[config.mk]
export PLATFORM = sky130hd
export DESIGN_NAME = float32_multiplier_core
export DESIGN_NICKNAME = d
export VERILOG_FILES = /design/src/rtl/fpm_pkg.sv /design/src/rtl/fpm_unpack.sv /design/src/rtl/fpm_round.sv /design/src/rtl/float32_multiplier_core.sv
export SDC_FILE = /design/constraint.sdc
export NUM_CORES = 2
export LEC_CHECK = 0
export ABC_AREA = 1
export BUFFER_PORTS_ARGS = -buffer_cell sky130_fd_sc_hd__buf_2
export CAP_MARGIN = 15
export CORE_MARGIN = 2
export CORE_UTILIZATION = 38
export CTS_CLUSTER_SIZE = 12
export DETAILED_ROUTE_END_ITERATION = 7
export SLEW_MARGIN = 20
export SYNTH_ARGS = -nofsm -noshare
export SYNTH_HDL_FRONTEND = slang
export SYNTH_SLANG_ARGS = --single-unit
[constraint.sdc]
create_clock -name clock -period 8 [get_ports clock]
set_clock_uncertainty 0.05 [all_clocks]
set_input_delay 0.8 -clock clock [delete_from_list [all_inputs] [get_ports clock]]
set_output_delay 0.8 -clock clock [all_outputs]
set_load 0.05 [all_outputs]
[src/rtl/fpm_pkg.sv]
// Shared types and constants for the binary32 multiplier pipeline.
// No dependencies; used by every module of the block.
`timescale 1ns / 1ps
package fpm_pkg;
   localparam logic [31:0] QNAN = 32'h7FC0_0000;
   localparam logic [7:0]  EXP_ALL_ONES = 8'hFF;

   // Decoded operand pair handed from the unpack stage to the multiply stage.
   typedef struct packed {
      logic        sign;
      logic        special;    // result already fixed (NaN, inf, zero)
      logic [31:0] special_val;
      logic [23:0] sig_a;
      logic [23:0] sig_b;
      logic signed [10:0] exp_sum;  // xa + xb - 127
   } unpacked_type;

   // Product handed from the multiply stage to the round stage.
   typedef struct packed {
      logic        sign;
      logic        special;
      logic [31:0] special_val;
      logic [47:0] prod;
      logic signed [10:0] exp_sum;
   } product_type;

   // Leading-zero count of a 24-bit significand, 24 for all zero.
   function automatic logic [4:0] lzc24(input logic [23:0] v);
      logic [4:0] n;
      logic       found;
      n = 5'd24;
      found = 1'b0;
      for (int i = 23; i >= 0; i--) begin
         if (!found && v[i]) begin
            n = 5'(23 - i);
            found = 1'b1;
         end
      end
      return n;
   endfunction
endpackage

[src/rtl/fpm_unpack.sv]
// Stage 1 logic: classifies operands, normalizes subnormal significands.
// Depends on fpm_pkg.
`timescale 1ns / 1ps
module fpm_unpack (
   input  logic [31:0]          op_a,
   input  logic [31:0]          op_b,
   output fpm_pkg::unpacked_type dec
);
   logic [7:0]  ea, eb;
   logic [22:0] fa, fb;
   logic        za, zb, na, nb, ia, ib, sign;
   logic [4:0]  la, lb;
   logic signed [10:0] xa, xb;

   always_comb begin
      ea = op_a[30:23];
      eb = op_b[30:23];
      fa = op_a[22:0];
      fb = op_b[22:0];
      sign = op_a[31] ^ op_b[31];
      za = (ea == 8'd0) && (fa == 23'd0);
      zb = (eb == 8'd0) && (fb == 23'd0);
      na = (ea == fpm_pkg::EXP_ALL_ONES) && (fa != 23'd0);
      nb = (eb == fpm_pkg::EXP_ALL_ONES) && (fb != 23'd0);
      ia = (ea == fpm_pkg::EXP_ALL_ONES);
      ib = (eb == fpm_pkg::EXP_ALL_ONES);
      la = fpm_pkg::lzc24({1'b0, fa});
      lb = fpm_pkg::lzc24({1'b0, fb});

      dec.sign = sign;
      dec.special = 1'b1;
      if (na || nb) begin
         dec.special_val = fpm_pkg::QNAN;
      end else if (ia || ib) begin
         dec.special_val = (za || zb) ? fpm_pkg::QNAN : {sign, 31'h7F80_0000};
      end else if (za || zb) begin
         dec.special_val = {sign, 31'd0};
      end else begin
         dec.special = 1'b0;
         dec.special_val = 32'd0;
      end

      if (ea == 8'd0) begin
         dec.sig_a = {1'b0, fa} << la;
         xa = 11'sd1 - signed'({6'd0, la});
      end else begin
         dec.sig_a = {1'b1, fa};
         xa = signed'({3'd0, ea});
      end
      if (eb == 8'd0) begin
         dec.sig_b = {1'b0, fb} << lb;
         xb = 11'sd1 - signed'({6'd0, lb});
      end else begin
         dec.sig_b = {1'b1, fb};
         xb = signed'({3'd0, eb});
      end
      dec.exp_sum = xa + xb - 11'sd127;
   end
endmodule

[src/rtl/fpm_round.sv]
// Stage 3 logic: normalizes the product, denormalizes, rounds to nearest even.
// Depends on fpm_pkg.
`timescale 1ns / 1ps
module fpm_round (
   input  fpm_pkg::product_type prd,
   output logic [31:0]          product
);
   logic [47:0] p;
   logic signed [10:0] e;
   logic [5:0]  shift;
   logic [48:0] wide, keep;
   logic [24:0] q;
   logic        guard, sticky, up;

   always_comb begin
      e = prd.exp_sum;
      if (prd.prod[47]) begin
         p = prd.prod;
         e = prd.exp_sum + 11'sd1;
      end else begin
         p = {prd.prod[46:0], 1'b0};
      end
      // Extra right shift past the normal 24 for tiny results, capped at 25.
      if (e >= 11'sd1) shift = 6'd0;
      else if (e < -11'sd24) shift = 6'd25;
      else shift = 6'(11'sd1 - e);
      // Keep one extra low bit so the guard survives the shift.
      wide = {p, 1'b0} >> shift;
      keep = ({p, 1'b0} & ~(49'h1_FFFF_FFFF_FFFF << shift));
      q = {1'b0, wide[48:25]};
      guard = wide[24];
      sticky = (wide[23:0] != 24'd0) || (keep != 49'd0);
      up = guard && (sticky || q[0]);
      q = q + 25'(up);
      if (prd.special) begin
         product = prd.special_val;
      end else if (e >= 11'sd1) begin
         if (q[24]) begin
            e = e + 11'sd1;
            q = q >> 1;
         end
         if (e >= 11'sd255) product = {prd.sign, 31'h7F80_0000};
         else product = {prd.sign, e[7:0], q[22:0]};
      end else begin
         product = {prd.sign, q[23:0] == 24'h80_0000 ? 31'h0080_0000 : {8'd0, q[22:0]}};
      end
   end
endmodule

[src/rtl/float32_multiplier_core.sv]
// Top level of the IEEE 754 binary32 multiplier: a three-stage pipeline.
// Depends on fpm_pkg, fpm_unpack and fpm_round.
//
//   channel  | direction | tdata bits (lowest first)
//   req      | in        | [31:0] op_a, [63:32] op_b
//   rsp      | out       | [31:0] product
//
// Every request yields one product, carried through s1_ff, s2_ff and s3_ff in turn.
// A new request is taken every cycle; the pipeline moves as a whole and holds
// when its last stage is full and the result is not taken.
// Reset clears the stage valid bits only; the data registers need none.
`timescale 1ns / 1ps
module float32_multiplier_core (
   input  logic        clock,
   input  logic        reset,
   input  logic        req_tvalid,
   output logic        req_tready,
   input  logic [63:0] req_tdata,   // op_a [31:0], op_b [63:32]
   output logic        rsp_tvalid,
   input  logic        rsp_tready,
   output logic [31:0] rsp_tdata    // product [31:0]
);
   fpm_pkg::unpacked_type dec_in, s1_ff;
   fpm_pkg::product_type  s2_ff, s2_in;
   logic [31:0] res_in, s3_ff;
   logic v1_ff, v2_ff, v3_ff, adv;

   // The whole pipe advances unless the output holds an untaken product.
   assign adv = !v3_ff || rsp_tready;
   assign req_tready = adv;
   assign rsp_tvalid = v3_ff;
   assign rsp_tdata = s3_ff;

   fpm_unpack u_unpack (.op_a(req_tdata[31:0]), .op_b(req_tdata[63:32]), .dec(dec_in));

   // Stage 2 is the 24 by 24 significand multiply.
   always_comb begin
      s2_in.sign = s1_ff.sign;
      s2_in.special = s1_ff.special;
      s2_in.special_val = s1_ff.special_val;
      s2_in.prod = 48'(s1_ff.sig_a) * 48'(s1_ff.sig_b);
      s2_in.exp_sum = s1_ff.exp_sum;
   end

   fpm_round u_round (.prd(s2_ff), .product(res_in));

   always_ff @(posedge clock) begin
      if (reset) begin
         v1_ff <= 1'b0;
         v2_ff <= 1'b0;
         v3_ff <= 1'b0;
      end else if (adv) begin
         v1_ff <= req_tvalid;
         v2_ff <= v1_ff;
         v3_ff <= v2_ff;
      end
   end

   always_ff @(posedge clock) begin
      if (adv) begin
         s1_ff <= dec_in;
         s2_ff <= s2_in;
         s3_ff <= res_in;
      end
   end
endmodule
# == Yosys cells after proc, flatten, opt, wreduce, memory -nomap -nowiden ==
# Index checks and enable logic that the tools add are counted.
# Widths: inputs -> output; s select.
# op_classes
multipliers,1
mux,110
n_lt_le_gt_ge,3
n_eq_ne,3
n_shift,4
addsub,8
reduce_logical,109
bitwise_logic,3
# ops
operator,count
$mux 5,46
$mux 32,4
$mux 23,3
$mux 11,6
$mux 31,2
$and 49x49->49,1
$logic_and 1x1->1,49
$not 49->49,1
$reduce_bool 49->1,1
$shl 49x6->49 const A,1
$shr 49x6->49,1
$mul 24x24->48,1
$mux 48,1
$shl 23x5->24,2
$logic_not 23->1,2
$reduce_bool 23->1,2
$logic_not 1->1,45
$mux 1,45
$add 24x1->25,1
$eq 24x24->1 const B,1
$mux 24,1
$reduce_bool 24->1,1
$add 11x2->11 const B,2
$eq 8x8->1 const B,2
other kinds (12),20
# totals
word_cells,258
reg_bits,221

# == Depth between registers and ports, before layout ==
# depth
depth_word,71
ltp_mapped,45
ltp_nobuf,43

# == By module ==
# From an unflattened synthesis, not the netlist that was laid out.
# unflattened
cells_unflattened,5269
hier_area_um2,37721.2
# by_module_without_submodules
module,n_inst,area_each_um2,cells_each,seq_area_each_um2
float32_multiplier_core,1,27257.4,3106,6606.3
fpm_round,1,5958.2,1242,0.0
fpm_unpack,1,4505.6,921,0.0

# == Least setup slack after synthesis ==
# Ideal clock, no wire load.
# synth_timing
path_type,register -> register
start,reg s1_ff[11] (netlist bit)
end,"reg s2_ff[57] (netlist bit), data pin"
period_less_slack_ns,7.041
t_arrival_ns,6.726
slack_ns,0.959
stages_incl_launch_ff,33
path_buffers,1
setup_ns,0.265
path_cell_list,edfxtp_1 clkbuf_1 nand2_1 inv_1 fa_1 inv_1 fa_1 inv_1 fa_1 ha_1 fa_1 inv_1 fa_1 fa_1 inv_1 ha_1 a21oi_1 inv_1 a21oi_1 o21ai_0 a21oi_1 inv_1 a21oi_1 inv_1 a21oi_1 inv_1 nand2_1 o211ai_1 a21boi_0 o21ai_0 a21oi_1 o21ai_0 xor2_1
# synth_rtl
item,line_no,rtl
start: declaration,float32_multiplier_core.sv:23,"fpm_pkg::unpacked_type dec_in, s1_ff;"
start signal: assignment,float32_multiplier_core.sv:61,s1_ff <= dec_in;
end signal: assignment,float32_multiplier_core.sv:62,s2_ff <= s2_in;
end: declaration,float32_multiplier_core.sv:24,"fpm_pkg::product_type s2_ff, s2_in;"

==> results.yml <==
synthesis:
  ys_types: 62
  syn-num-nets: 5228
  ys_ff_latch: 163
  synth_edf_count: 160
  ys_seq_area_frac: 0.148
  syn_inst: 4476
  syn_area_um2: 32900
  ys_async_sr_fraction: 0
  yosys_warnings: 0
  ys.flop_type: "edfxtp_1"
  syn-mean-instance-area_um2: 7.35
run:
  cap_viol_max_count: 0
drt:
  drcViolationCount: 1
  first_iter_violations: 1820
  routed_via_density: 5.03
  wire_per_inst_um: 17.1
  dr.pass1.iters: 8
  ant_nets: 0
  dr_total_vias: 28700
  routed_wl_um: 97400
clocking:
  cts_tree: "built"
  cts_sinks: 163
  h-tree-depth: 4
  holdBufCountCts: 0
  cts_buffers: 17
  cts.clk_slew.worst_paths_ns: 0.07
  ctsRootBufferMaster: "clkbuf_16"
  cts_buffer_depth: 2
  clk_latency_ns: 0.50
critical_path:
  worstSetupStartpointType: "flop"
  crit_fanout: 7
  critPathArrivalTime_ns: 7.65
  slowest_stage: "fa_1"
  critPathRequiredTime_ns: 8.15
  cp-end-kind: "flop"
  max_stage_delay_ns: 0.56
  rrSetupSlack_ns: 0.50
  critPathKind: "flop to flop"
grt:
  antenna_found_initial: 2
  grt_start_max_net_pins: 75
  gr-total-overflow: 0
  grt_usage: 0.221
  first_global_vias: 28500
  grt_pass1_wl_um: 156000
sta:
  max-slew-margin-rel: 0.334
  fin_crit_ns: 7.50
  tightestPinTransition_ns: 0.991
  final_hold_viol_count: 0
  rsz0062_at_grt: "no"
  setup_viol: 0
  finalWorstSetupSlack_ns: 0.504
  max_clock_freq_mhz: 133
  slew_violations: 0
  finalCritPeriodShare: 0.937
  tns_ns: 0
die:
  rows: 107
  die_w_um: 298
  start_util: 0.385
  pin_count: 102
  die_h_um: 298
  die-area_um2: 88900
  placeableCoreArea_um2: 85400
layout:
  layout.nets: 5302
  mostFrequentLayoutCells: "1302 x nand2_1, 949 x inv_1, 483 x fa_1, 276 x nand3_1, 245 x o21ai_0"
  final_common_cell: "nand2_1"
  drive_gt1_frac: 0.0778
  syn_to_final_growth_pct: 8.71
  utilization: 0.418
  nFillCells: 9012
  diodes: 0
placed_design:
  io_buffers: 101
  pre_cts_slack_ns: 0.294
  hpwl_um: 81700
  gp_congestion: 0.943
status:
  violations: "design-rule violations"
  outcome: "finished, violations left"
min_path:
  hold_path.class: "flop to flop"
-- final timing paths --
kind,start,to,cells after the start
setup / recovery,s1_ff[11],s2_ff[58],28
hold / removal,s1_ff[8],s2_ff[8],0
setup reg to reg,s1_ff[11],s2_ff[58],28
hold reg to reg,s1_ff[8],s2_ff[8],0
-- critical path: cells and delay by family (launching register included) --
kind	cells	cell delay, ns
buffers and inverters	8	0.68
adder cells (fa/ha/maj)	8	3.87
AND/OR/NAND/NOR	2	0.17
flip-flops	1	0.54
XOR/XNOR	1	0.17
AO/OA/AOI/OAI	9	1.73
-- state kept, by name, indices dropped and copies added, names as in the netlist --
register,count
s2_ff,64
s1_ff,64
v1_ff,1
v2_ff,1
rsp_tvalid,1
rsp_tdata,32
-- per-layer routing --
metal  GRT usage  wire length, um  vias to the layer above  part of all wire
li1            -                -                    13800                 -
met1       0.297            43300                    13900              0.44
met2       0.373            46300                      799              0.48
met3      0.0275             5120                      121             0.053
met4      0.0635             2670                        2             0.027
met5           0               12                        -           0.00012
-- synth_stat cells (all sizes together), types with 3 or more instances --
cell / n / area [um2]
a21o: 3 / 22.5
fa: 483 / 9670
ha: 201 / 2510
o221ai: 6 / 52.6
nand2: 1319 / 5010
o22ai: 13 / 81.3
xor2: 52 / 463
a31oi: 4 / 25.0
inv: 963 / 3620
nand3b: 5 / 37.5
mux2i: 20 / 200
a211oi: 3 / 22.5
o41ai: 4 / 35.0
xnor2: 23 / 201
clkinv: 4 / 15.0
nor4: 9 / 56.3
a221oi: 3 / 26.3
o31ai: 3 / 22.5
edfxtp: 160 / 4800
o21bai: 8 / 60.1
nor3: 26 / 135
or2: 19 / 119
nor2: 219 / 872
buf: 50 / 332
o211ai: 25 / 188
o21a: 4 / 30.0
a21oi: 120 / 601
nand4: 29 / 188
clkbuf: 140 / 526
o21ai: 252 / 1260
dfxtp: 3 / 60.1
nand3: 286 / 1490
-- cell families (layout without fill, tap and decap cells) --
logic type / Yosys count / in the layout / synth area share
fa+ha+maj: 684 / 684 / 0.371
flops: 163 / 163 / 0.148
compound gates: 461 / 461 / 0.0774
buf+inv: 1157 / 1244 / 0.137
simple gates: 1916 / 1916 / 0.241
mux: 20 / 20 / 0.00609
xor+xnor: 75 / 75 / 0.0202
-- stage by stage --
stage | area (um2) | cells | hold WS [ns]
after CTS | 35300 | 5670 | 0.370
after floorplan | 32900 | 4476 | 0.350
after global routing | 35700 | 5707 | 0.379
final | 35700 | 5707 | 0.370
after global placement | 34800 | 5638 | 0.354
after detailed placement | 34800 | 5638 | 0.359
-- cell type report --
class | count | area, um2 | area share
flip-flops and latches | 163 | 4860 | 0.136
clock buffers | 19 | 433 | 0.0121
clock inverters | 13 | 110 | 0.00308
multi-input cells | 3156 | 23500 | 0.658
inverters | 967 | 3640 | 0.102
well taps | 1144 | 1430 | 0.0400
repair buffers | 245 | 1730 | 0.0483
-- repair_timing --
action / in CTS / in global routing
buffers inserted: 0 / 37
setup endpoints to repair: 0 / 5
endpoints found under the hold margin: 0 / 0
gates resized for setup: 0 / 3
Power is left out: the tool's default activity adds up to more than one toggle a clock period on the data nets, which glitch-free logic cannot reach.
